<file path="config.mk">
export PLATFORM = sky130hd
export DESIGN_NAME = i2c_master_bit_engine_top
export DESIGN_NICKNAME = d
export VERILOG_FILES = /design/src/rtl/i2cm_pkg.sv /design/src/rtl/i2cm_front.sv /design/src/rtl/i2cm_engine.sv /design/src/rtl/i2c_master_bit_engine_top.sv
export SDC_FILE = /design/constraint.sdc
export NUM_CORES = 1
export LEC_CHECK = 0
export BUFFER_PORTS_ARGS = -buffer_cell sky130_fd_sc_hd__buf_2
export CORE_AREA = 2 2 99 148
export CTS_BUF_LIST = sky130_fd_sc_hd__clkbuf_8
export DETAILED_ROUTE_END_ITERATION = 8
export DIE_AREA = 0 0 101 150
export PLACE_DENSITY = 0.77
export SYNTH_ARGS = -nofsm -noshare
export SYNTH_HDL_FRONTEND = slang
export SYNTH_HIERARCHICAL = 1
export SYNTH_SLANG_ARGS = --single-unit
</file>
<file path="constraint.sdc">
create_clock -name clk -period 4.3 [get_ports clk]
set_input_delay 0 -clock clk [delete_from_list [all_inputs] [get_ports clk]]
set_output_delay 0 -clock clk [all_outputs]
set_load 0.05 [all_outputs]
</file>
<file path="src/rtl/i2cm_pkg.sv">
`default_nettype none
package i2cm_pkg;

  localparam int unsigned QUEUE_DEPTH = 2;
  localparam int unsigned QPTR_W      = $clog2(QUEUE_DEPTH);
  localparam int unsigned QCNT_W      = $clog2(QUEUE_DEPTH + 1);

  localparam logic [15:0] UNIT_TICKS_RST  = 16'd10;
  localparam logic [15:0] ACK_TIMEOUT_RST = 16'd250;

  // configuration register indexes
  localparam logic CFG_UNIT_TICKS  = 1'b0;
  localparam logic CFG_ACK_TIMEOUT = 1'b1;

  // raw op codes on the input stream
  localparam logic [2:0] OP_TICK      = 3'd0;
  localparam logic [2:0] OP_START     = 3'd1;
  localparam logic [2:0] OP_STOP      = 3'd2;
  localparam logic [2:0] OP_WRITE     = 3'd3;
  localparam logic [2:0] OP_READ_ACK  = 3'd4;
  localparam logic [2:0] OP_READ_NACK = 3'd5;

  typedef enum logic [2:0] {
    CMD_NONE,
    CMD_START,
    CMD_STOP,
    CMD_WRITE,
    CMD_READ_ACK,
    CMD_READ_NACK
  } cmd_t;

  typedef enum logic [4:0] {
    PH_IDLE,
    PH_ST_A,
    PH_ST_B,
    PH_ST_C,
    PH_SP_A,
    PH_SP_B,
    PH_SP_C,
    PH_WR_D,
    PH_WR_H,
    PH_WR_L,
    PH_AK_R,
    PH_AK_S,
    PH_AK_W,
    PH_RD_L,
    PH_RD_H,
    PH_RA_D,
    PH_RA_H,
    PH_TS_A,
    PH_TS_B,
    PH_TS_C
  } phase_t;

  typedef struct packed {
    cmd_t       cmd;
    logic [7:0] wr_data;
    logic       sda_in;
  } item_t;

  typedef struct packed {
    logic [15:0] unit_ticks;
    logic [15:0] ack_timeout;
  } cfg_t;

  typedef struct packed {
    logic       ack_missing;
    logic       done_res;
    logic [7:0] rd_data;
    logic       busy_res;
    logic       sda_release;
    logic       scl_level;
  } result_t;

endpackage
`default_nettype wire

</file>
<file path="src/rtl/i2cm_front.sv">
`default_nettype none
module i2cm_front (
  input  wire                 clk,
  input  wire                 rst_n,
  input  wire                 in_valid,
  output logic                in_ready,
  input  wire  [2:0]          in_op,
  input  wire  [7:0]          in_wr_data,
  input  wire                 in_sda,
  output logic                item_valid,
  output i2cm_pkg::item_t     item,
  input  wire                 item_pop
);

  i2cm_pkg::item_t                      q_mem [i2cm_pkg::QUEUE_DEPTH];
  logic [i2cm_pkg::QPTR_W-1:0]          wr_ptr_r, wr_ptr_nxt;
  logic [i2cm_pkg::QPTR_W-1:0]          rd_ptr_r, rd_ptr_nxt;
  logic [i2cm_pkg::QCNT_W-1:0]          cnt_r, cnt_nxt;
  i2cm_pkg::item_t                      dec;
  logic                                 push;
  logic                                 pop;

  always_comb begin
    case (in_op)
      i2cm_pkg::OP_START:     dec.cmd = i2cm_pkg::CMD_START;
      i2cm_pkg::OP_STOP:      dec.cmd = i2cm_pkg::CMD_STOP;
      i2cm_pkg::OP_WRITE:     dec.cmd = i2cm_pkg::CMD_WRITE;
      i2cm_pkg::OP_READ_ACK:  dec.cmd = i2cm_pkg::CMD_READ_ACK;
      i2cm_pkg::OP_READ_NACK: dec.cmd = i2cm_pkg::CMD_READ_NACK;
      i2cm_pkg::OP_TICK:      dec.cmd = i2cm_pkg::CMD_NONE;
      default:                dec.cmd = i2cm_pkg::CMD_NONE;
    endcase
    dec.wr_data = in_wr_data;
    dec.sda_in  = in_sda;
  end

  assign in_ready   = (cnt_r != i2cm_pkg::QCNT_W'(i2cm_pkg::QUEUE_DEPTH));
  assign item_valid = (cnt_r != '0);
  assign item       = q_mem[rd_ptr_r];
  assign push       = in_valid && in_ready;
  assign pop        = item_pop && item_valid;

  always_comb begin
    wr_ptr_nxt = wr_ptr_r;
    rd_ptr_nxt = rd_ptr_r;
    cnt_nxt    = cnt_r;
    if (push) begin
      wr_ptr_nxt = (wr_ptr_r == i2cm_pkg::QPTR_W'(i2cm_pkg::QUEUE_DEPTH - 1)) ? '0 :
                   wr_ptr_r + 1'b1;
    end
    if (pop) begin
      rd_ptr_nxt = (rd_ptr_r == i2cm_pkg::QPTR_W'(i2cm_pkg::QUEUE_DEPTH - 1)) ? '0 :
                   rd_ptr_r + 1'b1;
    end
    if (push && !pop) begin
      cnt_nxt = cnt_r + 1'b1;
    end else if (pop && !push) begin
      cnt_nxt = cnt_r - 1'b1;
    end
  end

  always_ff @(posedge clk) begin
    if (!rst_n) begin
      wr_ptr_r <= '0;
      rd_ptr_r <= '0;
      cnt_r    <= '0;
    end else begin
      wr_ptr_r <= wr_ptr_nxt;
      rd_ptr_r <= rd_ptr_nxt;
      cnt_r    <= cnt_nxt;
    end
  end

  always_ff @(posedge clk) begin
    if (push) begin
      q_mem[wr_ptr_r] <= dec;
    end
  end

endmodule
`default_nettype wire

</file>
<file path="src/rtl/i2cm_engine.sv">
`default_nettype none
module i2cm_engine (
  input  wire                 clk,
  input  wire                 rst_n,
  input  i2cm_pkg::cfg_t      cfg,
  input  wire                 item_valid,
  input  i2cm_pkg::item_t     item,
  output logic                item_pop,
  output logic                res_valid,
  output i2cm_pkg::result_t   res,
  input  wire                 res_ready
);

  i2cm_pkg::phase_t  phase_r, phase_nxt;
  logic [3:0]        bit_idx_r, bit_idx_nxt;
  logic [7:0]        shift_r, shift_nxt;
  logic [15:0]       unit_cnt_r, unit_cnt_nxt;
  logic [15:0]       wait_cnt_r, wait_cnt_nxt;
  logic              scl_r, scl_nxt;
  logic              sda_r, sda_nxt;
  logic              nack_r, nack_nxt;
  logic [7:0]        rd_r, rd_nxt;
  logic              miss_r, miss_nxt;
  logic              done;
  logic              res_valid_r, res_valid_nxt;
  i2cm_pkg::result_t res_r;

  logic [15:0]       eff_units;
  logic [15:0]       limit;
  logic [15:0]       wait_inc;
  logic [3:0]        bit_inc;
  logic [7:0]        shift_l1;
  logic              step;

  assign eff_units = (cfg.unit_ticks == '0) ? 16'd1 : cfg.unit_ticks;
  assign limit     = (cfg.ack_timeout == '0) ? 16'd1 : cfg.ack_timeout;
  assign wait_inc  = (wait_cnt_r == 16'hFFFF) ? wait_cnt_r : wait_cnt_r + 16'd1;
  assign bit_inc   = bit_idx_r + 4'd1;
  assign shift_l1  = {shift_r[6:0], 1'b0};

  // one tick of the bit engine per item; output register frees on transfer
  assign step     = item_valid && (!res_valid_r || res_ready);
  assign item_pop = step;

  always_comb begin
    phase_nxt    = phase_r;
    bit_idx_nxt  = bit_idx_r;
    shift_nxt    = shift_r;
    unit_cnt_nxt = unit_cnt_r;
    wait_cnt_nxt = wait_cnt_r;
    scl_nxt      = scl_r;
    sda_nxt      = sda_r;
    nack_nxt     = nack_r;
    rd_nxt       = rd_r;
    miss_nxt     = miss_r;
    done         = 1'b0;

    if (phase_r == i2cm_pkg::PH_IDLE) begin
      if (item.cmd != i2cm_pkg::CMD_NONE) begin
        miss_nxt     = 1'b0;
        unit_cnt_nxt = eff_units;
      end
      case (item.cmd)
        i2cm_pkg::CMD_START: begin
          phase_nxt = i2cm_pkg::PH_ST_A; scl_nxt = 1'b1; sda_nxt = 1'b1;
          wait_cnt_nxt = 16'd4;
        end
        i2cm_pkg::CMD_STOP: begin
          phase_nxt = i2cm_pkg::PH_SP_A; scl_nxt = 1'b0; sda_nxt = 1'b0;
          wait_cnt_nxt = 16'd4;
        end
        i2cm_pkg::CMD_WRITE: begin
          shift_nxt = item.wr_data; bit_idx_nxt = '0;
          phase_nxt = i2cm_pkg::PH_WR_D; scl_nxt = 1'b0; sda_nxt = item.wr_data[7];
          wait_cnt_nxt = 16'd2;
        end
        i2cm_pkg::CMD_READ_ACK, i2cm_pkg::CMD_READ_NACK: begin
          nack_nxt  = (item.cmd == i2cm_pkg::CMD_READ_NACK);
          shift_nxt = '0; bit_idx_nxt = '0;
          phase_nxt = i2cm_pkg::PH_RD_L; scl_nxt = 1'b0; sda_nxt = 1'b1;
          wait_cnt_nxt = 16'd2;
        end
        default: ;
      endcase
    end else if (phase_r == i2cm_pkg::PH_AK_W) begin
      if (!item.sda_in) begin
        scl_nxt   = 1'b0;
        phase_nxt = i2cm_pkg::PH_IDLE;
        done      = 1'b1;
      end else begin
        wait_cnt_nxt = wait_inc;
        if (wait_inc >= limit) begin
          // ack timeout: run a stop sequence
          phase_nxt = i2cm_pkg::PH_TS_A; scl_nxt = 1'b0; sda_nxt = 1'b0;
          unit_cnt_nxt = eff_units; wait_cnt_nxt = 16'd4;
        end
      end
    end else if (unit_cnt_r > 16'd1) begin
      unit_cnt_nxt = unit_cnt_r - 16'd1;
    end else if (wait_cnt_r > 16'd1) begin
      wait_cnt_nxt = wait_cnt_r - 16'd1;
      unit_cnt_nxt = eff_units;
    end else begin
      // segment over: move on; a new segment reloads both counters
      wait_cnt_nxt = '0;
      unit_cnt_nxt = '0;
      case (phase_r)
        i2cm_pkg::PH_ST_A: begin
          phase_nxt = i2cm_pkg::PH_ST_B; scl_nxt = 1'b1; sda_nxt = 1'b0;
          unit_cnt_nxt = eff_units; wait_cnt_nxt = 16'd4;
        end
        i2cm_pkg::PH_ST_B: begin
          phase_nxt = i2cm_pkg::PH_ST_C; scl_nxt = 1'b0; sda_nxt = 1'b0;
          unit_cnt_nxt = eff_units; wait_cnt_nxt = 16'd2;
        end
        i2cm_pkg::PH_SP_A, i2cm_pkg::PH_TS_A: begin
          phase_nxt = (phase_r == i2cm_pkg::PH_SP_A) ? i2cm_pkg::PH_SP_B :
                      i2cm_pkg::PH_TS_B;
          scl_nxt = 1'b1; sda_nxt = 1'b0;
          unit_cnt_nxt = eff_units; wait_cnt_nxt = 16'd4;
        end
        i2cm_pkg::PH_SP_B, i2cm_pkg::PH_TS_B: begin
          phase_nxt = (phase_r == i2cm_pkg::PH_SP_B) ? i2cm_pkg::PH_SP_C :
                      i2cm_pkg::PH_TS_C;
          scl_nxt = 1'b1; sda_nxt = 1'b1;
          unit_cnt_nxt = eff_units; wait_cnt_nxt = 16'd4;
        end
        i2cm_pkg::PH_ST_C, i2cm_pkg::PH_SP_C: begin
          phase_nxt = i2cm_pkg::PH_IDLE; done = 1'b1;
        end
        i2cm_pkg::PH_TS_C: begin
          miss_nxt = 1'b1; phase_nxt = i2cm_pkg::PH_IDLE; done = 1'b1;
        end
        i2cm_pkg::PH_WR_D: begin
          phase_nxt = i2cm_pkg::PH_WR_H; scl_nxt = 1'b1;
          unit_cnt_nxt = eff_units; wait_cnt_nxt = 16'd2;
        end
        i2cm_pkg::PH_WR_H: begin
          phase_nxt = i2cm_pkg::PH_WR_L; scl_nxt = 1'b0;
          unit_cnt_nxt = eff_units; wait_cnt_nxt = 16'd2;
        end
        i2cm_pkg::PH_WR_L: begin
          shift_nxt    = shift_l1;
          bit_idx_nxt  = bit_inc;
          scl_nxt      = 1'b0;
          unit_cnt_nxt = eff_units;
          if (bit_inc >= 4'd8) begin
            phase_nxt = i2cm_pkg::PH_AK_R; sda_nxt = 1'b1; wait_cnt_nxt = 16'd1;
          end else begin
            phase_nxt = i2cm_pkg::PH_WR_D; sda_nxt = shift_l1[7]; wait_cnt_nxt = 16'd2;
          end
        end
        i2cm_pkg::PH_AK_R: begin
          phase_nxt = i2cm_pkg::PH_AK_S; scl_nxt = 1'b1; sda_nxt = 1'b1;
          unit_cnt_nxt = eff_units; wait_cnt_nxt = 16'd1;
        end
        i2cm_pkg::PH_AK_S: begin
          phase_nxt = i2cm_pkg::PH_AK_W;
        end
        i2cm_pkg::PH_RD_L: begin
          // sample SDA as SCL rises
          shift_nxt = {shift_r[6:0], item.sda_in};
          phase_nxt = i2cm_pkg::PH_RD_H; scl_nxt = 1'b1; sda_nxt = 1'b1;
          unit_cnt_nxt = eff_units; wait_cnt_nxt = 16'd1;
        end
        i2cm_pkg::PH_RD_H: begin
          bit_idx_nxt  = bit_inc;
          scl_nxt      = 1'b0;
          unit_cnt_nxt = eff_units;
          wait_cnt_nxt = 16'd2;
          if (bit_inc >= 4'd8) begin
            rd_nxt = shift_r; phase_nxt = i2cm_pkg::PH_RA_D; sda_nxt = nack_r;
          end else begin
            phase_nxt = i2cm_pkg::PH_RD_L; sda_nxt = 1'b1;
          end
        end
        i2cm_pkg::PH_RA_D: begin
          phase_nxt = i2cm_pkg::PH_RA_H; scl_nxt = 1'b1;
          unit_cnt_nxt = eff_units; wait_cnt_nxt = 16'd2;
        end
        i2cm_pkg::PH_RA_H: begin
          scl_nxt = 1'b0; phase_nxt = i2cm_pkg::PH_IDLE; done = 1'b1;
        end
        default: phase_nxt = i2cm_pkg::PH_IDLE;
      endcase
    end
  end

  always_comb begin
    res_valid_nxt = res_valid_r;
    if (step) begin
      res_valid_nxt = 1'b1;
    end else if (res_ready) begin
      res_valid_nxt = 1'b0;
    end
  end

  always_ff @(posedge clk) begin
    if (!rst_n) begin
      phase_r     <= i2cm_pkg::PH_IDLE;
      bit_idx_r   <= '0;
      shift_r     <= '0;
      unit_cnt_r  <= '0;
      wait_cnt_r  <= '0;
      scl_r       <= 1'b1;
      sda_r       <= 1'b1;
      nack_r      <= 1'b0;
      rd_r        <= '0;
      miss_r      <= 1'b0;
      res_valid_r <= 1'b0;
    end else begin
      res_valid_r <= res_valid_nxt;
      if (step) begin
        phase_r    <= phase_nxt;
        bit_idx_r  <= bit_idx_nxt;
        shift_r    <= shift_nxt;
        unit_cnt_r <= unit_cnt_nxt;
        wait_cnt_r <= wait_cnt_nxt;
        scl_r      <= scl_nxt;
        sda_r      <= sda_nxt;
        nack_r     <= nack_nxt;
        rd_r       <= rd_nxt;
        miss_r     <= miss_nxt;
      end
    end
  end

  always_ff @(posedge clk) begin
    if (step) begin
      res_r.scl_level   <= scl_nxt;
      res_r.sda_release <= sda_nxt;
      res_r.busy_res    <= (phase_nxt != i2cm_pkg::PH_IDLE);
      res_r.rd_data     <= rd_nxt;
      res_r.done_res    <= done;
      res_r.ack_missing <= miss_nxt;
    end
  end

  assign res_valid = res_valid_r;
  assign res       = res_r;

endmodule
`default_nettype wire

</file>
<file path="src/rtl/i2c_master_bit_engine_top.sv">
// I2C master bit engine. Every input transfer is one timing tick: it carries
// an op code (in_tuser), the byte to send and the sampled SDA level, and
// produces exactly one result transfer with the SCL/SDA drive levels after
// that tick, busy, the last read byte, a done pulse and the ack-missing flag.
// Commands other than tick-only are ignored while busy. The block takes one
// item per cycle while out_tready does not stall it; the bit engine advances
// its phase, bit and unit counters once per item. An item passes through the
// two-entry command queue and then the output register. unit_ticks and
// ack_timeout reset to 10 and 250; a zero in either counts as one. Write them
// only while no items are in flight.
`default_nettype none
module i2c_master_bit_engine_top (
  input  wire         clk,
  input  wire         rst_n,
  input  wire         in_tvalid,
  output logic        in_tready,
  input  wire  [15:0] in_tdata,   // wr_data[7:0], sda_in[8], zero[15:9]
  input  wire  [2:0]  in_tuser,   // op[2:0]
  output logic        out_tvalid,
  input  wire         out_tready,
  output logic [15:0] out_tdata,  // scl_level, sda_release, busy_res, rd_data[7:0],
                                  // done_res, ack_missing, zero[15:13]
  input  wire         cfg_we,
  input  wire         cfg_addr,
  input  wire  [15:0] cfg_wdata
);

  i2cm_pkg::cfg_t    cfg_r;
  i2cm_pkg::item_t   item;
  i2cm_pkg::result_t res;
  logic              item_valid;
  logic              item_pop;

  always_ff @(posedge clk) begin
    if (!rst_n) begin
      cfg_r.unit_ticks  <= i2cm_pkg::UNIT_TICKS_RST;
      cfg_r.ack_timeout <= i2cm_pkg::ACK_TIMEOUT_RST;
    end else if (cfg_we) begin
      case (cfg_addr)
        i2cm_pkg::CFG_UNIT_TICKS:  cfg_r.unit_ticks  <= cfg_wdata;
        i2cm_pkg::CFG_ACK_TIMEOUT: cfg_r.ack_timeout <= cfg_wdata;
        default: ;
      endcase
    end
  end

  i2cm_front u_front (
    .clk        (clk),
    .rst_n      (rst_n),
    .in_valid   (in_tvalid),
    .in_ready   (in_tready),
    .in_op      (in_tuser),
    .in_wr_data (in_tdata[7:0]),
    .in_sda     (in_tdata[8]),
    .item_valid (item_valid),
    .item       (item),
    .item_pop   (item_pop)
  );

  i2cm_engine u_engine (
    .clk        (clk),
    .rst_n      (rst_n),
    .cfg        (cfg_r),
    .item_valid (item_valid),
    .item       (item),
    .item_pop   (item_pop),
    .res_valid  (out_tvalid),
    .res        (res),
    .res_ready  (out_tready)
  );

  assign out_tdata = {3'b000, res.ack_missing, res.done_res, res.rd_data,
                      res.busy_res, res.sda_release, res.scl_level};

endmodule
`default_nettype wire
</file>
## Word level (Yosys, flattened, before mapping)

Memory sizes are Yosys's and may differ from the RTL's. A register that Yosys moved wholly into a read port is not among the register bits.
Index checks and enable logic that the tools add are counted.

- Bitwise gates (word level): 1
- Reductions and logical operators: 43
- Magnitude comparators: 4
- Mux-type cells: 90
- Add/sub/neg operators: 8
- Equal/unequal tests: 41

Operators with widths:

| cell | count |
|---|---|
| $mux 16 | 17 |
| $mux 8 | 10 |
| $pmux 16 s4 | 1 |
| $pmux 5 s12 | 1 |
| $eq 5x4->1 const B | 8 |
| $mux 5 | 8 |
| $mux 1 | 33 |
| $gt 16x1->1 const B | 2 |
| $logic_not 16->1 | 2 |
| $pmux 16 s2 | 1 |
| $pmux 8 s2 | 2 |
| $sub 16x1->16 const B | 2 |
| $mux 4 | 7 |
| $eq 5x3->1 const B | 4 |
| $eq 5x5->1 const B | 4 |
| $pmux 5 s4 | 1 |
| $add 16x1->16 const B | 1 |
| $eq 16x16->1 const B | 1 |
| $ge 16x16->1 | 1 |
| $reduce_or 4->1 | 4 |
| $pmux 3 s5 | 1 |
| $reduce_or 5->1 | 3 |
| $reduce_or 13->1 | 1 |
| $eq 3x2->1 const B | 4 |
| 33 further kinds | 68 |

- Register bits: 111
- Bits in writable memories: 24
- Word-level logic and storage cells: 210
- Memories kept: 1

Memory list:

| memory | words | bits a word | rd ports | clocked after Yosys merged registers in | wr ports | line | source |
|---|---|---|---|---|---|---|---|
| u_front.q_mem | 2 | 12 | 1 | 1 | 1 | i2cm_front.sv:15 | `i2cm_pkg::item_t q_mem [i2cm_pkg::QUEUE_DEPTH];` |

## Depth between registers and ports, before layout

Gate-level depths: netlist (run 1).

- Depth after elaboration: 9
- Mapped depth: 17
- Mapped depth without buffers: 14

## Hierarchy

The synthesis (run 1) kept the hierarchy.

Modules (own cells, without submodules):

| module | cells each | area an instance (um^2) | times used | sequential area each (um^2) |
|---|---|---|---|---|
| i2cm_engine | 764 | 5735.5 | 1 | 1631.6 |
| i2c_master_bit_engine_top | 135 | 1320.0 | 1 | 640.6 |
| i2cm_front | 65 | 1114.8 | 1 | 820.8 |

## Worst setup path after synthesis (run 1)

OpenSTA, ideal clock, no wires.

- Path kind: register to register
- Start point: register u_engine.wait_cnt_r[2]
- End point: register u_engine.unit_cnt_r[11]
- Cell stages (with the launch flop): 17
- Library setup time: 0.070 ns
- Data arrival time: 3.722 ns
- Path slack: 0.507 ns
- Clock period less this slack: 3.793 ns
- Cells stage by stage: dfxtp_1 > clkbuf_1 > and4_1 > and2_0 > nand2_1 > or3_1 > mux2_2 > ha_1 > nand2_1 > nor4_1 > nand4b_1 > nor4bb_1 > clkbuf_1 > or3_1 > buf_2 > o31ai_1 > o2bb2ai_1

- Cells in the longest elaborated chain, start to end: 5
- Elaborated cells on any way between the ends: 11

Ends and longest elaborated chain:

| what | line | source |
|---|---|---|
| start: declaration | i2cm_engine.sv:18 | `logic [15:0] wait_cnt_r, wait_cnt_nxt;` |
| start signal: assignment | i2cm_engine.sv:218 | `wait_cnt_r <= wait_cnt_nxt;` |
| $add 16x1->16 (tied with other cells) | i2cm_engine.sv:37 | `assign wait_inc = (wait_cnt_r == 16'hFFFF) ? wait_cnt_r : wait_cnt_r + 16'd1;` |
| $mux 16, on equally long branches | i2cm_engine.sv:37, i2cm_engine.sv:100 |  |
| $ge 16x16->1 or $mux 16 (tied branches) | i2cm_engine.sv:92, i2cm_engine.sv:98 |  |
| $ne 3x2->1 (no line) or $mux 16 (tied branches) | n/a |  |
| $reduce_and 4->1 (no line) or $mux 16 (tied branches) | n/a |  |
| end signal: assignment | i2cm_engine.sv:217 | `unit_cnt_r <= unit_cnt_nxt;` |
| end: declaration | i2cm_engine.sv:17 | `logic [15:0] unit_cnt_r, unit_cnt_nxt;` |

Parallel ways exist; a longest one is shown, timed or not.
A chain may end at the register's enable or synchronous reset.

## Worst setup path after layout (run 1)

- Start point: register u_engine.wait_cnt_r[4]
- End point: register u_engine.unit_cnt_r[0]

Same word-level chain as after synthesis.

==> flow_metrics.py, run 1 <==
metrics = {
    "run_status": {
        "status": "finished, final reports clean",
    },
    "worst_setup_path": {
        "startpoint_type": "flop",
        "crit_fanout": 11,
        "crit_type": "reg -> reg",
        "cp.required_ns": 4.65,
        "crit_path_end_kind": "flop",
        "worstPathArrival_ns": 4.34,
    },
    "die": {
        "boundaryPins": 59,
        "core_area_sq_um": 13900,
        "die_area_sq_um": 15200,
        "die_x_microns": 101,
        "die_h_microns": 150,
        "num_rows": 53,
        "initial_core_util": 0.587,
    },
    "cts": {
        "path_clk_slew_ns": 0.09,
        "clk_latency_ns": 0.45,
        "htreeDepth": 4,
        "numCtsBuffers": 17,
        "cts_num_sinks": 136,
        "clockBufferDepth": 2,
        "cts_tree": "built",
        "cts_root_buf": "clkbuf_8",
    },
    "grt": {
        "antenna_found_initial": 0,
        "grt_pass1_wl_mm": 35.1,
        "grt-ovfl-total": 0,
        "grt_use_total": 0.296,
        "grt_max_degree": 55,
        "grt_pass1_vias": 7232,
    },
    "synthesis": {
        "synth-edff-count": 37,
        "synth_area_leader_cell": "dfxtp_1",
        "synth_top_area_frac": 0.243,
        "syn_avg_cell_area_sq_um": 8.48,
        "synth_cells": 964,
        "ys_top_cells_by_count": "nand2_1 (106), dfxtp_1 (99), nor2_1 (88)",
        "ys_async_sr_fraction": 0,
        "synth_area_leaders": "dfxtp_1 (24%), edfxtp_1 (14%), nand2_1 (4.9%)",
        "ys_seq_area_frac": 0.379,
        "ys_ff_latch": 136,
        "synth_most_common_cell": "nand2_1",
        "yosys_warnings": 6,
        "synthFlopType": "dfxtp_1",
        "syn_area_sq_um": 8170,
        "synthDistinctLibCells": 86,
    },
    "final_layout": {
        "syn_to_final_growth_pct": 13.5,
        "regArea_sq_um": 3090,
        "multi_input_area_sq_um": 4590,
        "nNetsFinal": 1094,
        "fill_cells": 1169,
        "drive_gt1_frac": 0.158,
        "diodes": 0,
    },
    "sta": {
        "finalSetupViolCount": 0,
        "fmax_ghz": 0.251,
        "tns_ns": 0,
        "slew_headroom": 0.412,
        "rsz0062_at_grt": "no",
        "final_max_slew_viol_count": 0,
        "setup_ws_ns": 0.314,
        "hold_violations": 0,
        "tightest_slew_ns": 0.875,
        "hold_ws_ns": 0.276,
        "fin_crit_ns": 3.99,
        "finalCritPeriodShare": 0.927,
        "fin_worst_skew_ns": 0.0136,
    },
    "placement": {
        "gp_congestion": 0.973,
        "pre_cts_ws_ns": 0.318,
        "io_buffers": 48,
        "post-dp-hpwl_mm": 15.2,
    },
    "route": {
        "vias_per_cell": 6.31,
        "firstDrtPassIters": 6,
        "wirelength_mm": 22.2,
        "ant_nets": 0,
        "wl_per_cell_microns": 18.3,
        "vias": 7621,
        "drc": 0,
        "drt_iter0_drc": 601,
    },
    "hold_path": {
        "hp-class": "in -> reg",
    },
    "power_and_ir_drop": {
        "leakage_nw": 3.77,
        "p_per_area_nw_per_um2": 820,
        "finalPower_w": 0.00761,
        "max-vdd-ir-drop_uv": 474,
    },
    "job": {
        "drv_cap": 0,
    },
}
==> flip-flops by register name, summed over array words and instances (netlist names), 2 cells and up, named ones only <==
| signal | flops |
|---|---|
| cfg_r | 32 |
| u_front/q_mem | 24 |
| u_engine/unit_cnt_r | 16 |
| u_engine/wait_cnt_r | 16 |
| u_engine/res | 13 |
| u_engine/rd_r | 8 |
| u_engine/shift_r | 8 |
| u_engine/phase_r | 5 |
| u_engine/bit_idx_r | 4 |
| u_front/cnt_r | 2 |
==> layer usage <==
layer  track usage  vias to the layer above  part of all wire
li1              -                     3639                 -
met1         0.318                     3543              0.37
met2         0.532                      350              0.52
met3        0.0518                       89             0.056
met4         0.178                        0             0.056
met5             0                        -                 0
==> report_power, final <==
part           total, W  leakage (nW)  switching [W]  internal (W)
Clock           0.00108         0.202       0.000590      0.000493
Sequential      0.00199          1.16       0.000301       0.00169
Combinational   0.00454          2.41        0.00297       0.00156
Total           0.00761          3.77        0.00386       0.00374
==> cell usage in the layout, fill, tap and decap left out, drive strengths merged, types with 5 or more instances in the layout <==
| master | count |
|---|---|
| nand2 | 108 |
| dfxtp | 99 |
| nor2 | 89 |
| buf | 75 |
| a21oi | 63 |
| o21ai | 62 |
| inv | 53 |
| dlygate4sd3 | 38 |
| edfxtp | 37 |
| nor3 | 32 |
| nand3 | 30 |
| mux2i | 28 |
| mux2 | 24 |
| ha | 23 |
| nor4 | 20 |
| clkbuf | 17 |
| nand4 | 16 |
| o211ai | 16 |
| and3 | 15 |
| o2bb2ai | 14 |
| a31oi | 14 |
| xnor2 | 12 |
| o31ai | 10 |
| or3 | 10 |
| nor2b | 9 |
| xor2 | 9 |
| o22ai | 9 |
| a211oi | 9 |
| nand3b | 8 |
| or2 | 8 |
| and2 | 7 |
| a21o | 6 |
| nand2b | 6 |
| or4 | 6 |
| a21boi | 5 |
==> final cells by class <==
type,instances,share of cell area
Clock buffer,17,0.0252
Clock inverter,15,0.0181
Inverter,42,0.0170
Multi-Input combinational cell,720,0.495
Sequential cell,136,0.334
Tap cell,165,0.0223
Timing Repair Buffer,113,0.0888
==> repair_timing <==
item	in CTS	in global routing
gates resized for setup	0	1
buffers inserted	0	0
setup endpoints to repair	0	2
hold buffers	38	0
hold endpoints to repair	59	0
==> worst paths after layout <==
path                                             start                endpoint  slack (ns)  depth (start not counted)
worst min register to register                cfg_r[0]                cfg_r[0]        0.47                          2
worst max-delay path            u_engine/wait_cnt_r[4]  u_engine/unit_cnt_r[0]        0.31                         13
worst max register to register  u_engine/wait_cnt_r[4]  u_engine/unit_cnt_r[0]        0.31                         13
worst min-delay path                       in_tdata[5]     u_front/q_mem[1][6]        0.28                          2
==> worst max-delay path, stage by stage (launching register included) <==
cell	delay [ns]
dfxtp_1	0.50
and4_1	0.30
and2_0	0.29
nand2_1	0.11
or3_1	0.36
mux2_2	0.30
ha_1	0.28
nand2_1	0.06
nor4_2	0.26
nand4b_1	0.20
and3_1	0.29
or2_2	0.43
or3_1	0.37
a31oi_1	0.16
==> logic make-up after synthesis <==
| family | count (synthesis) | synth area share |
|---|---|---|
| AO/OA/AOI/OAI | 244 | 0.197 |
| XOR/XNOR | 21 | 0.0225 |
| adder cells (fa/ha/maj) | 23 | 0.0352 |
| buffers and inverters | 110 | 0.0620 |
| flip-flops | 136 | 0.379 |
| multiplexers | 52 | 0.0711 |
| other | 1 | 0.000459 |
| AND/OR/NAND/NOR | 377 | 0.234 |
==> metrics by stage <==
step | cell area [sq um] | std cells | util
2_1_floorplan | 8180 | 966 | -
3_3_place_gp | 8480 | 1138 | 0.609
3_5_place_dp | 8480 | 1138 | 0.609
4_1_cts | 9270 | 1208 | 0.665
5_1_grt | 9270 | 1208 | 0.666
6_report | 9270 | 1208 | 0.666
No activity file was read; power rests on OpenSTA's default activity.
==> run 2, diff against run 1 <==
CORE_AREA = 2 2 97 146   (was 2 2 99 148)
DIE_AREA = 0 0 99 148   (was 0 0 101 150)
SYNTH_HIERARCHICAL = default   (was 1)
==> run 2 against run 1 <==
Combinational power decreased by 16%; final area decreased by 2.7%; total power decreased by 9.7%; critical path depth increased by 1; register-to-register slack got worse by 0.02 ns; final cell count decreased by 1.9%; area after synthesis decreased by 3.2%; highest routed layer unchanged.
==> flow_metrics.py, run 2 <==
metrics = {
    "run_status": {
        "status": "finished, final reports clean",
    },
    "grt": {
        "grt_pass1_wl_mm": 35.4,
        "grt_max_degree": 49,
        "grt-ovfl-total": 0,
        "antenna_found_initial": 0,
        "grt_pass1_vias": 7182,
        "grt_use_total": 0.304,
    },
    "final_layout": {
        "fin_util": 0.676,
        "fill_cells": 1099,
        "drive_gt1_frac": 0.140,
        "diodes": 0,
        "largest_register_ffs": 32,
        "reg_top3": "cfg_r: 32 flops, u_front.q_mem: 24 flops",
        "layout.cells.most_common": "nand2_1",
        "syn_to_final_growth_pct": 14.1,
        "final_cell_mix": "nand2_1 (112), nor2_1 (99), dfxtp_1 (99)",
        "nNetsFinal": 1076,
        "largest_register": "cfg_r",
    },
    "sta": {
        "tns_ns": 0,
        "final_max_slew_viol_count": 0,
        "hold_violations": 0,
        "fin_crit_ns": 4.01,
        "tightest_slew_ns": 1.05,
        "finalSetupViolCount": 0,
        "fin_worst_skew_ns": 0.0154,
        "fmax_ghz": 0.250,
        "rsz0062_at_grt": "no",
        "finalCritPeriodShare": 0.932,
        "hold_ws_ns": 0.0937,
        "slew_headroom": 0.303,
    },
    "synthesis": {
        "synth_area_leaders": "dfxtp_1 (25%), edfxtp_1 (14%), a21oi_1 (5.7%)",
        "synthFlopType": "dfxtp_1",
        "yosys_warnings": 0,
        "synth_area_leader_cell": "dfxtp_1",
        "ys_ff_latch": 136,
        "synth_top_area_frac": 0.251,
        "synth_most_common_cell": "nand2_1",
        "synth_cells": 952,
        "syn_avg_cell_area_sq_um": 8.31,
        "syn_area_sq_um": 7910,
        "ys_async_sr_fraction": 0,
        "ys_seq_area_frac": 0.391,
        "synthDistinctLibCells": 76,
        "ys_top_cells_by_count": "nand2_1 (112), dfxtp_1 (99), nor2_1 (99)",
        "synth-edff-count": 37,
    },
    "die": {
        "boundaryPins": 59,
        "die_area_sq_um": 14700,
        "die_x_microns": 99,
        "num_rows": 52,
        "core_area_sq_um": 13300,
        "initial_core_util": 0.593,
        "die_h_microns": 148,
    },
    "power_and_ir_drop": {
        "finalPower_w": 0.00687,
        "leakage_nw": 3.60,
        "p_per_area_nw_per_um2": 762,
        "max-vdd-ir-drop_uv": 486,
    },
    "worst_setup_path": {
        "cp.required_ns": 4.47,
        "crit_path_end_kind": "flop",
        "crit_fanout": 8,
        "r2r.worst_path.cells": 14,
        "worstPathArrival_ns": 4.18,
        "crit_type": "reg -> reg",
        "startpoint_type": "flop",
    },
    "route": {
        "wl_per_cell_microns": 18.7,
        "ant_nets": 0,
        "wirelength_mm": 22.2,
        "vias_per_cell": 6.31,
        "drt_iter0_drc": 724,
        "firstDrtPassIters": 6,
        "vias": 7481,
        "drc": 0,
    },
    "placement": {
        "io_buffers": 48,
        "gp_congestion": 0.984,
        "post-dp-hpwl_mm": 15.5,
    },
    "cts": {
        "clk_latency_ns": 0.45,
        "path_clk_slew_ns": 0.08,
        "cts_num_sinks": 136,
        "numCtsBuffers": 17,
        "cts_root_buf": "clkbuf_8",
        "htreeDepth": 4,
        "clockBufferDepth": 2,
        "cts_tree": "built",
    },
    "hold_path": {
        "whs_path_depth": 3,
        "hp-class": "in -> reg",
    },
    "job": {
        "drv_cap": 0,
    },
}
==> run 2: timing repair <==
item	CTS	global route
setup buffers	0	0
hold endpoints to repair	58	0
hold buffers	30	0
endpoints found under the setup margin	0	2
gates resized for setup	0	6
==> run 2: power breakdown <==
part | switching (W) | internal (W)
Clock | 0.000539 | 0.000636
Combinational | 0.00246 | 0.00135
Sequential | 0.000231 | 0.00165
==> run 2: kinds of logic after synthesis <==
logic type	after synthesis	share of synthesized area
buffers and inverters	99	0.0521
XOR/XNOR	29	0.0321
adder cells (fa/ha/maj)	25	0.0396
other	1	0.000474
AND/OR/NAND/NOR	369	0.229
multiplexers	28	0.0410
AO/OA/AOI/OAI	265	0.215
flip-flops	136	0.391
==> run 2: area by class of cell <==
type	instances	area, sq um	area share
sequential	136	3090	0.343
clock inverter	15	199	0.0221
clock buffer	17	234	0.0259
inverter	34	128	0.0141
multi-input combinational	719	4440	0.493
tap	162	203	0.0225
timing repair buffer	102	721	0.0799
==> run 2: stage by stage <==
step	setup WS [ns]	instance area [sq um]	instances
3_3_place_gp	0.263	8250	1123
6_report	0.292	9020	1185
5_1_grt	0.00403	9020	1185
2_1_floorplan	0.516	7920	954
3_5_place_dp	0.170	8250	1123
4_1_cts	0.152	8990	1185
==> run 2: metal layers <==
layer / wire length, microns / track usage
met3: 1080 / 0.0525
met4: 1390 / 0.203
met2: 11300 / 0.531
met1: 8400 / 0.333
met5: 0 / 0
==> run 2: worst max-delay path, cell delays in order, from the launching register on <==
cell and delay [ns]:
dfxtp_1 0.43, ha_1 0.22, and2_1 0.19, nand4_1 0.24
or3_4 0.45, and3_1 0.19, xor2_1 0.20, ha_1 0.28
a21oi_1 0.13, o21ai_0 0.12, a41oi_2 0.25, nor2_1 0.11
or3b_2 0.47, a221oi_2 0.32, nand4_1 0.13
==> run 2: final timing paths <==
kind / to / slack, ns / start
worst min-delay path: cfg_r[19] / 0.09 / rst_n
worst max-delay path: u_engine.res[2] / 0.29 / u_engine.wait_cnt_r[0]
worst min register to register: cfg_r[0] / 0.48 / cfg_r[0]
worst max register to register: u_engine.res[2] / 0.29 / u_engine.wait_cnt_r[0]
